===== src/design/rtpf_pkg.sv =====
package rtpf_pkg;

  // Sieve size and derived widths
  localparam int MAX_LIMIT = 32767;
  localparam int BM_DEPTH  = MAX_LIMIT + 1;
  localparam int BM_AW     = $clog2(BM_DEPTH);

  // Fixed field widths
  localparam int LIM_W = 15;
  localparam int NUM_W = 32;
  localparam int CNT_W = 16;

  // Sieve candidate counter: the last candidate tried satisfies p*p > bound
  localparam int P_W   = BM_AW / 2 + 1;

  // Shared multiplier operand width and divide-by-ten reciprocal
  localparam int                MUL_W       = 16;
  localparam logic [MUL_W-1:0] RECIP_10    = 16'd52429;
  localparam int                RECIP_SHIFT = 19;

  localparam logic [CNT_W-1:0] CNT_MAX = '1;

  // Configuration register indexes
  localparam int               CFG_IDX_W      = 2;
  localparam logic [CFG_IDX_W-1:0] CFG_LOW_LIMIT  = 2'd0;
  localparam logic [CFG_IDX_W-1:0] CFG_HIGH_LIMIT = 2'd1;
  localparam logic [LIM_W-1:0] HIGH_LIMIT_RST = 15'd32767;

  // Bitmap access request
  typedef struct packed {
    logic             we;
    logic             wdata;
    logic [BM_AW-1:0] waddr;
    logic [BM_AW-1:0] raddr;
  } bm_req_t;

  // Result handed from the sequencer to the output register
  typedef struct packed {
    logic valid;
    logic match;
  } res_t;

endpackage


===== src/design/rtpf_ctrl.sv =====
module rtpf_ctrl (
  input  logic                        clk,
  input  logic                        rst_n,
  input  logic                        cfg_we,
  input  logic [rtpf_pkg::LIM_W-1:0]  low_limit,
  input  logic [rtpf_pkg::LIM_W-1:0]  high_limit,
  input  logic                        in_valid,
  output logic                        in_ready,
  input  logic [rtpf_pkg::NUM_W-1:0]  in_number,
  input  logic                        out_free,
  output rtpf_pkg::res_t              res,
  output logic [rtpf_pkg::NUM_W-1:0]  value,
  output rtpf_pkg::bm_req_t           bm_req,
  input  logic                        bm_rd_bit
);
  import rtpf_pkg::*;

  typedef enum logic [3:0] {
    S_IDLE,
    S_CLEAR,
    S_P_MUL,
    S_P_TEST,
    S_P_CHK,
    S_MARK,
    S_P_NEXT,
    S_Q_START,
    S_Q_READ,
    S_Q_CHK,
    S_DONE
  } state_t;

  state_t               state_r;
  logic                 sieve_ready_r;
  logic [NUM_W-1:0]     value_r;
  logic [BM_AW-1:0]     addr_r;
  logic [P_W-1:0]       p_r;
  logic [2*MUL_W-1:0]   prod_r;
  logic                 match_r;

  logic [BM_AW-1:0]     bound;
  logic [BM_AW:0]       add_a;
  logic [BM_AW:0]       add_b;
  logic [BM_AW:0]       sum;
  logic [MUL_W-1:0]     mul_a;
  logic [MUL_W-1:0]     mul_b;
  logic [2*MUL_W-1:0]   product;
  logic [BM_AW-1:0]     quot;
  logic                 in_range;

  // Sieve bound is the high limit capped at the bitmap size
  assign bound = (NUM_W'(high_limit) > NUM_W'(MAX_LIMIT)) ? BM_AW'(MAX_LIMIT)
                                                          : BM_AW'(high_limit);

  assign in_range = (value_r >= NUM_W'(low_limit)) && (value_r <= NUM_W'(high_limit)) &&
                    (value_r <= NUM_W'(MAX_LIMIT));

  // Shared adder: clear address step, multiple step, prime step
  always_comb begin
    case (state_r)
      S_CLEAR: begin
        add_a = {1'b0, addr_r};
        add_b = (BM_AW+1)'(1);
      end
      S_MARK: begin
        add_a = {1'b0, addr_r};
        add_b = (BM_AW+1)'(p_r);
      end
      S_P_NEXT: begin
        add_a = (BM_AW+1)'(p_r);
        add_b = (BM_AW+1)'(1);
      end
      default: begin
        add_a = '0;
        add_b = '0;
      end
    endcase
  end
  assign sum = add_a + add_b;

  // Shared multiplier: p squared, or divide by ten through the reciprocal
  always_comb begin
    case (state_r)
      S_P_MUL: begin
        mul_a = MUL_W'(p_r);
        mul_b = MUL_W'(p_r);
      end
      S_Q_READ: begin
        mul_a = MUL_W'(addr_r);
        mul_b = RECIP_10;
      end
      default: begin
        mul_a = '0;
        mul_b = '0;
      end
    endcase
  end
  assign product = mul_a * mul_b;
  assign quot    = BM_AW'(prod_r >> RECIP_SHIFT);

  // Bitmap port: clear and mark write, prime test and query read
  always_comb begin
    bm_req.we    = (state_r == S_CLEAR) || (state_r == S_MARK);
    bm_req.wdata = (state_r == S_CLEAR) ? (addr_r < BM_AW'(2)) : 1'b1;
    bm_req.waddr = addr_r;
    bm_req.raddr = (state_r == S_P_TEST) ? BM_AW'(p_r) : addr_r;
  end

  assign in_ready  = (state_r == S_IDLE);
  assign res.valid = (state_r == S_DONE) && out_free;
  assign res.match = match_r;
  assign value     = value_r;

  // Sequencer state and bitmap-valid flag
  always_ff @(posedge clk) begin
    if (!rst_n) begin
      state_r       <= S_IDLE;
      sieve_ready_r <= 1'b0;
    end else begin
      if (cfg_we) begin
        sieve_ready_r <= 1'b0;
      end
      case (state_r)
        S_IDLE: begin
          if (in_valid) begin
            state_r <= sieve_ready_r ? S_Q_START : S_CLEAR;
          end
        end
        S_CLEAR: begin
          if (addr_r == bound) begin
            state_r <= S_P_MUL;
          end
        end
        S_P_MUL: state_r <= S_P_TEST;
        S_P_TEST: begin
          if (prod_r > (2*MUL_W)'(bound)) begin
            sieve_ready_r <= 1'b1;
            state_r       <= S_Q_START;
          end else begin
            state_r <= S_P_CHK;
          end
        end
        S_P_CHK: state_r <= bm_rd_bit ? S_P_NEXT : S_MARK;
        S_MARK: begin
          if (sum > (BM_AW+1)'(bound)) begin
            state_r <= S_P_NEXT;
          end
        end
        S_P_NEXT:  state_r <= S_P_MUL;
        S_Q_START: state_r <= in_range ? S_Q_READ : S_DONE;
        S_Q_READ:  state_r <= S_Q_CHK;
        S_Q_CHK: begin
          if (bm_rd_bit || (quot == '0)) begin
            state_r <= S_DONE;
          end else begin
            state_r <= S_Q_READ;
          end
        end
        S_DONE: begin
          if (out_free) begin
            state_r <= S_IDLE;
          end
        end
        default: state_r <= S_IDLE;
      endcase
    end
  end

  // Datapath registers
  always_ff @(posedge clk) begin
    case (state_r)
      S_IDLE: begin
        value_r <= in_number;
        addr_r  <= '0;
      end
      S_CLEAR: begin
        addr_r <= sum[BM_AW-1:0];
        p_r    <= P_W'(2);
      end
      S_P_MUL: prod_r <= product;
      S_P_CHK: addr_r <= prod_r[BM_AW-1:0];
      S_MARK:  addr_r <= sum[BM_AW-1:0];
      S_P_NEXT: p_r   <= sum[P_W-1:0];
      S_Q_START: begin
        addr_r  <= value_r[BM_AW-1:0];
        match_r <= 1'b0;
      end
      S_Q_READ: prod_r <= product;
      S_Q_CHK: begin
        addr_r  <= quot;
        match_r <= !bm_rd_bit && (quot == '0);
      end
      default: begin
      end
    endcase
  end

  // Checks
  a_busy_after_accept: assert property (@(posedge clk) disable iff (!rst_n)
    (in_valid && in_ready) |=> !in_ready)
    else $error("sequencer ready right after a transfer");

  a_result_needs_sieve: assert property (@(posedge clk) disable iff (!rst_n)
    res.valid |-> sieve_ready_r)
    else $error("result issued without a built bitmap");

  a_mark_in_bound: assert property (@(posedge clk) disable iff (!rst_n)
    (state_r == S_MARK) |-> (addr_r <= bound))
    else $error("sieve marks past the bound");

  a_check_after_read: assert property (@(posedge clk) disable iff (!rst_n)
    (state_r == S_Q_CHK) |-> ($past(state_r) == S_Q_READ))
    else $error("prefix check without a bitmap read");

endmodule


===== config.mk =====
export PLATFORM = sky130hd
export DESIGN_NAME = rtpf_ctrl
export DESIGN_NICKNAME = d
export VERILOG_FILES = /design/src/design/rtpf_pkg.sv /design/src/design/rtpf_ctrl.sv
export SDC_FILE = /design/constraint.sdc
export NUM_CORES = 1
export LEC_CHECK = 0
export BUFFER_PORTS_ARGS = -buffer_cell sky130_fd_sc_hd__buf_2
export CORE_MARGIN = 2
export CORE_UTILIZATION = 25
export CTS_CLUSTER_DIAMETER = 200
export DETAILED_ROUTE_END_ITERATION = 10
export GPL_ROUTABILITY_DRIVEN = 0
export PLACE_DENSITY = 0.51
export SLEW_MARGIN = 30
export SYNTH_ARGS = -nofsm -noshare
export SYNTH_HDL_FRONTEND = slang
export SYNTH_SLANG_ARGS = --single-unit

===== constraint.sdc =====
create_clock -name clk -period 14.1 [get_ports clk]
set_clock_uncertainty 0.1 [all_clocks]
set_input_delay 0 -clock clk [delete_from_list [all_inputs] [get_ports clk]]
set_output_delay 0 -clock clk [all_outputs]
set_load 0.1 [all_outputs]

==> results.json, run 1 <==
{
  "gr-usage-all-layers_pct": 14.9,
  "start_util_pct": 25.3,
  "setup_viol_count_final": 0,
  "worstSetupStartpointType": "flop",
  "synth.area.top_cells": "edfxtp_1, fa_1, ha_1, inv_1, xnor2_1",
  "clockRootBuffer": "clkbuf_16",
  "grt_first_pass_wirelength_mm": 54.6,
  "nets": 1755,
  "crit_path_end_kind": "flop",
  "ant_nets": 0,
  "area.sequential_um2": 2740,
  "cp.required_ns": 14.11,
  "drc": 0,
  "antenna_cells": 0,
  "fmax_ghz": 0.125,
  "timing.critical_path.slowest_cell_delay_ns": 0.67,
  "number_of_global_route_vias_before_repair": 9392,
  "synth_top_cell_area_share_pct": 22.5,
  "floorplan.die_area_um2": 48700,
  "synth-main-ff-cell": "edfxtp_1",
  "post_synth_most_frequent_cells": "inv_1, ha_1, fa_1",
  "post-route-period-util_pct": 56.8,
  "fp.coreArea_um2": 46500,
  "detailedRoute.firstPassIterationCount": 8,
  "synth.cell_area_um2": 11700,
  "min_period_ns": 8.01,
  "area_growth_pct": 18.6,
  "synthArstFlopShare_pct": 0,
  "hold_violations": 0,
  "synth.yosys.warnings": 0,
  "fillers": 4911,
  "syn_inst": 1187,
  "drv.max_cap_violation_count": 0,
  "post_synth.cell_area_avg_um2": 9.89,
  "rsz_0062_raised_after_global_routing": "no",
  "initialDrtViolationCount": 623,
  "timing.final.max_slew_violations": 0,
  "clockBufferDepth": 2,
  "number_of_non_filler_instances_in_the_completed_layout": 1991,
  "clkSinkCount": 93,
  "critical_path.max_fanout": 23,
  "number_of_placed_instances_with_taps_included": 1940,
  "setup-tns-final_ns": 0,
  "synth_largest_area_cell": "edfxtp_1",
  "vias": 9316,
  "io_buffer_count": 134,
  "number_of_enable_type_register_cells_in_the_synthesized_netlist": 88,
  "grt_overflow_total": 0,
  "path_class": "reg2reg",
  "status": "finished clean",
  "routed_wl_mm": 35.7,
  "multiInputGateArea_um2": 8180,
  "final_layout_size_suffix_gt1_share_pct": 13.8,
  "ys_seq_elements": 93,
  "synth_sequential_area_ratio_pct": 23.4,
  "min_from": "in_valid",
  "grt_start_max_net_pins": 34,
  "irDropWorstVdd_mv": 0.197,
  "antenna_found_initial": 0,
  "normalized_max_slew_margin_pct": 39.2,
  "die-width_um": 221,
  "critPathTopFamily": "adder cells",
  "viasPerCell": 4.68,
  "design.portCount": 135,
  "cts_tree": "built",
  "worst-endpoint-arrival_ns": 8.02,
  "worstPathBufferInverterCount": 7,
  "cts-htree-levels": 3,
  "chipHeight_um": 221,
  "worstMarginPinSlew_ns": 0.910,
  "netlist_cell_types": 67,
  "dp.final_hpwl_mm": 29.9,
  "origin_of_the_critical_flop_to_flop_path": "state_r[3]",
  "holdCritPathClass": "in2reg",
  "worst_path_max_delay_cell": "dfxtp_1",
  "yosys.cell_count.top_type": "inv_1",
  "leakage_uw": 0.00710,
  "worstSkewPairLatency_ns": 0.36,
  "timing.critical_path.from": "state_r[3]",
  "wire_per_inst_um": 17.9,
  "cts-buffers-inserted": 9,
  "hold-worst-slack_ns": 0.0892,
  "fp-row-count": 79,
  "clk_pin_slew_ns": 0.07,
  "post-cts-setup-buffers": 0,
  "powerDensity_nw_per_um2": 156
}
-- area by class of cell --
type | count | area share (%)
multi-input cells | 874 | 58.8
flip-flops and latches | 93 | 19.7
repair buffers | 179 | 7.87
inverters | 222 | 6.00
well taps | 607 | 5.46
clock buffers | 9 | 1.62
clock inverters | 7 | 0.566
-- stage by stage --
step	area [um^2]	power [uW]	util, %	worst slack (ns)
2_1_floorplan	11800	1580	-	6.93
3_3_place_gp	13300	1900	28.5	6.19
3_5_place_dp	13300	1920	28.5	6.14
4_1_cts	13900	2190	29.9	6.11
5_1_grt	13900	2290	30.0	5.68
6_report	13900	2180	30.0	6.09
-- cells in the final DEF, fill, tap and decap left out, types with 5 or more instances in the layout --
master and n:
nand3_1 17, and2_1 18, nor4_1 13, nor3_1 8, a21oi_1 64, nor2_1 84, a222oi_1 7, nand4_1 14
inv_1 220, clkbuf_16 9, o21ai_0 30, o21a_1 13, mux2_2 8, a21o_1 25, nor2b_1 16, nand2b_1 14
a22oi_1 7, xor2_1 12, dfxtp_1 5, buf_4 10, nand2_1 52, conb_1 21, fa_1 120, edfxtp_1 88
ha_1 188, buf_2 134, a22o_1 11, a31oi_1 7, dlygate4sd3_1 35, xnor2_1 40, or4_1 6, or2_2 10
o211ai_1 8
-- sequential cells by signal, summed over array words and instances, names as in the netlist --
name           flops
sieve_ready_r      1
addr_r            15
p_r                8
match_r            1
value             32
state_r            4
prod_r            32
-- kinds of logic (layout without fill, tap and decap cells) --
family	after synthesis	in the layout	synth area share [%]
AOI/OAI and AO/OA	208	208	11.7
xor gates and xnor gates	52	52	3.88
adders and majority gates	308	308	40.5
buffers and inverters	239	417	7.76
DFF	93	93	23.4
muxes	8	8	0.767
other	2	21	0.0640
and+or+nand+nor	277	277	11.9
-- power by group --
group          leakage (uW)  switching, uW  internal, uW
combinational       0.00604           1040           305
sequential         0.000914            132           437
clock              0.000151            119           140
total               0.00710           1290           883
-- routing by layer --
metal	wire [um]	vias to the layer above	track usage (%)
met5	0	-	0
met4	1160	0	5.13
li1	-	4410	-
met1	15700	4614	19.4
met3	1900	50	2.12
met2	17000	242	25.2
-- repair_timing --
item | 4_1_cts | 5_1_grt
gates resized for setup | 0 | 0
hold buffers | 35 | 0
endpoints found under the hold margin | 38 | 0
setup endpoints to repair | 0 | 0
-- path summary, 6_finish.rpt --
| kind | endpoint | slack [ns] | depth (start not counted) |
|---|---|---|---|
| worst max-delay path | prod_r[30] | 6.09 | 27 |
| worst min-delay path | state_r[0] | 0.09 | 6 |
| worst max register to register | prod_r[30] | 6.09 | 27 |
| worst min register to register | addr_r[7] | 0.53 | 2 |
-- worst register-to-register path: stages (launching register included) --
cell	delay, ns
dfxtp_1	0.67
nand2b_1	0.19
nor3_2	0.15
buf_4	0.34
and2_1	0.45
a21o_1	0.18
inv_1	0.12
or2_2	0.33
fa_1	0.52
inv_1	0.07
fa_1	0.51
inv_1	0.05
fa_1	0.47
inv_1	0.06
fa_1	0.50
fa_1	0.54
inv_1	0.05
fa_1	0.50
inv_1	0.04
ha_1	0.37
a21oi_1	0.09
o21ai_0	0.21
nor2_1	0.10
a211oi_1	0.41
o221ai_1	0.27
o2111ai_1	0.25
a21oi_1	0.10
xnor2_1	0.13
Note: power is estimated with default switching activity, not from simulation.
==> inputs of run 2 (changes only) <==
==> constraint.sdc (replaced) <==
create_clock -name clk -period 8.1 [get_ports clk]
set_clock_uncertainty 0.1 [all_clocks]
set_input_delay 0 -clock clk [delete_from_list [all_inputs] [get_ports clk]]
set_output_delay 0 -clock clk [all_outputs]
set_load 0.1 [all_outputs]
==> results.json, run 2 (synthesized netlist as in run 1, its figures left out) <==
{
  "worst_path_max_delay_cell": "fa_1",
  "dp.final_hpwl_mm": 30.3,
  "io_buffer_count": 134,
  "min_period_ns": 7.59,
  "worst_hold_path.endpoint": "state_r[0]",
  "gr-usage-all-layers_pct": 15.0,
  "power.share.combinational_pct": 63.4,
  "number_of_global_route_vias_before_repair": 9445,
  "wire_per_inst_um": 17.9,
  "antenna_found_initial": 0,
  "clkSinkCount": 93,
  "cp.required_ns": 8.12,
  "setup-tns-final_ns": 0,
  "share_clk_of_total_power_pct": 11.2,
  "final_cell_mix": "inv_1, ha_1, buf_2",
  "timing.final.max_slew_violations": 0,
  "initialDrtViolationCount": 779,
  "antenna_cells": 0,
  "post-cts-setup-buffers": 0,
  "routed_wl_mm": 36.0,
  "layout_commonest_cell": "inv_1",
  "final_util_pct": 30.2,
  "drc": 0,
  "crit-reg2reg-capture": "prod_r[30]",
  "path_class": "reg2reg",
  "final_layout_size_suffix_gt1_share_pct": 14.6,
  "die-width_um": 221,
  "clockBufferDepth": 2,
  "grt_first_pass_wirelength_mm": 55.1,
  "switching_share_of_power_pct": 59.8,
  "cts-buffers-inserted": 9,
  "normalized_max_slew_margin_pct": 35.2,
  "worstMarginPinSlew_ns": 0.972,
  "timing.hold.worst_path_depth": 6,
  "holdCritPathClass": "in2reg",
  "clk_pin_slew_ns": 0.07,
  "cts_tree": "built",
  "fmax_ghz": 0.132,
  "fp.coreArea_um2": 46500,
  "p_seq_share_pct": 25.4,
  "worst-endpoint-arrival_ns": 7.60,
  "power.net_switching_uw": 2260,
  "drv.max_cap_violation_count": 0,
  "vias": 9336,
  "leakage_uw": 0.00716,
  "min_from": "in_valid",
  "detailedRoute.firstPassIterationCount": 7,
  "critical_path.max_fanout": 14,
  "viasPerCell": 4.66,
  "grt_overflow_total": 0,
  "area_growth_pct": 19.4,
  "rsz_0062_raised_after_global_routing": "no",
  "powerDensity_nw_per_um2": 270,
  "fillers": 4894,
  "fp-row-count": 79,
  "hold_violations": 0,
  "post-route-period-util_pct": 93.7,
  "origin_of_the_critical_flop_to_flop_path": "state_r[1]",
  "ant_nets": 0,
  "setup_viol_count_final": 0,
  "timing.critical_path.slowest_cell_delay_ns": 0.56,
  "worstPathBufferInverterCount": 6,
  "critPathTopFamily": "adder cells",
  "cts-htree-levels": 3,
  "nets": 1769,
  "floorplan.die_area_um2": 48700,
  "start_util_pct": 25.3,
  "design.portCount": 135,
  "status": "finished clean",
  "rr_worst_depth": 25,
  "irDropWorstVdd_mv": 0.341,
  "hold-worst-slack_ns": 0.0838,
  "worstSetupStartpointType": "flop",
  "worstSkewPairLatency_ns": 0.36,
  "clockRootBuffer": "clkbuf_16",
  "grt_start_max_net_pins": 34,
  "internal-power_uw": 1520,
  "chipHeight_um": 221,
  "timing.reg2reg.setup_slack_ns": 0.51,
  "crit_path_end_kind": "flop"
}
run 2: tightest hold or removal path: stages:
cell	delay [ns]
buf_2	0.09
nor3_1	0.04
a31oi_1	0.12
or3_1	0.14
nand2_1	0.06
nor2_1	0.07
run 2: worst max-delay path by stage:
stage / from / endpoint / slack (ns) / cells after the start
global placement: state_r[1] / prod_r[30] / 0.45 / 25
finish: state_r[1] / prod_r[30] / 0.51 / 25
detailed placement: state_r[1] / prod_r[30] / 0.46 / 25
global route: state_r[0] / prod_r[30] / 0.04 / 27
floorplan: state_r[2] / value[0] / 0.93 / 2
CTS: state_r[1] / prod_r[30] / 0.44 / 25
run 2: stage by stage:
step	instances	total power (uW)	worst slack (ns)	area, um^2
global route	2005	3980	0.0425	14000
CTS	2005	3800	0.437	14000
finish	2005	3790	0.513	14000
detailed placement	1954	3350	0.459	13400
global placement	1954	3340	0.447	13400
floorplan	1206	2740	0.934	11800
run 2: repair_timing:
action / in CTS / in global routing
endpoints found under the setup margin: 0 / 1
hold endpoints to repair: 38 / 0
resized for setup: 0 / 2
hold buffers: 35 / 0
run 2: area by class of cell:
type | count | area [um^2] | area share, %
Clock buffer | 9 | 225 | 1.61
Clock inverter | 7 | 65.1 | 0.464
Inverter | 222 | 835 | 5.96
Multi-Input combinational cell | 874 | 8190 | 58.4
Sequential cell | 93 | 2740 | 19.6
Tap cell | 607 | 759 | 5.42
Timing Repair Buffer | 193 | 1200 | 8.57
run 2: layer usage:
layer / vias up / global-route usage (%) / part of all wire (%)
li1: 4445 / - / -
met1: 4546 / 19.8 / 43
met2: 292 / 24.8 / 47
met3: 53 / 2.71 / 6.5
met4: 0 / 5.07 / 3.2
met5: - / 0 / 0
run 2: power by group through the flow:
stage	sequential [uW]	combinational, uW	clock (uW)
after floorplan	1580	1160	0
after global placement	969	2370	0
after detailed placement	971	2380	0
after CTS	961	2410	433
after global routing	981	2560	448
final	963	2400	423
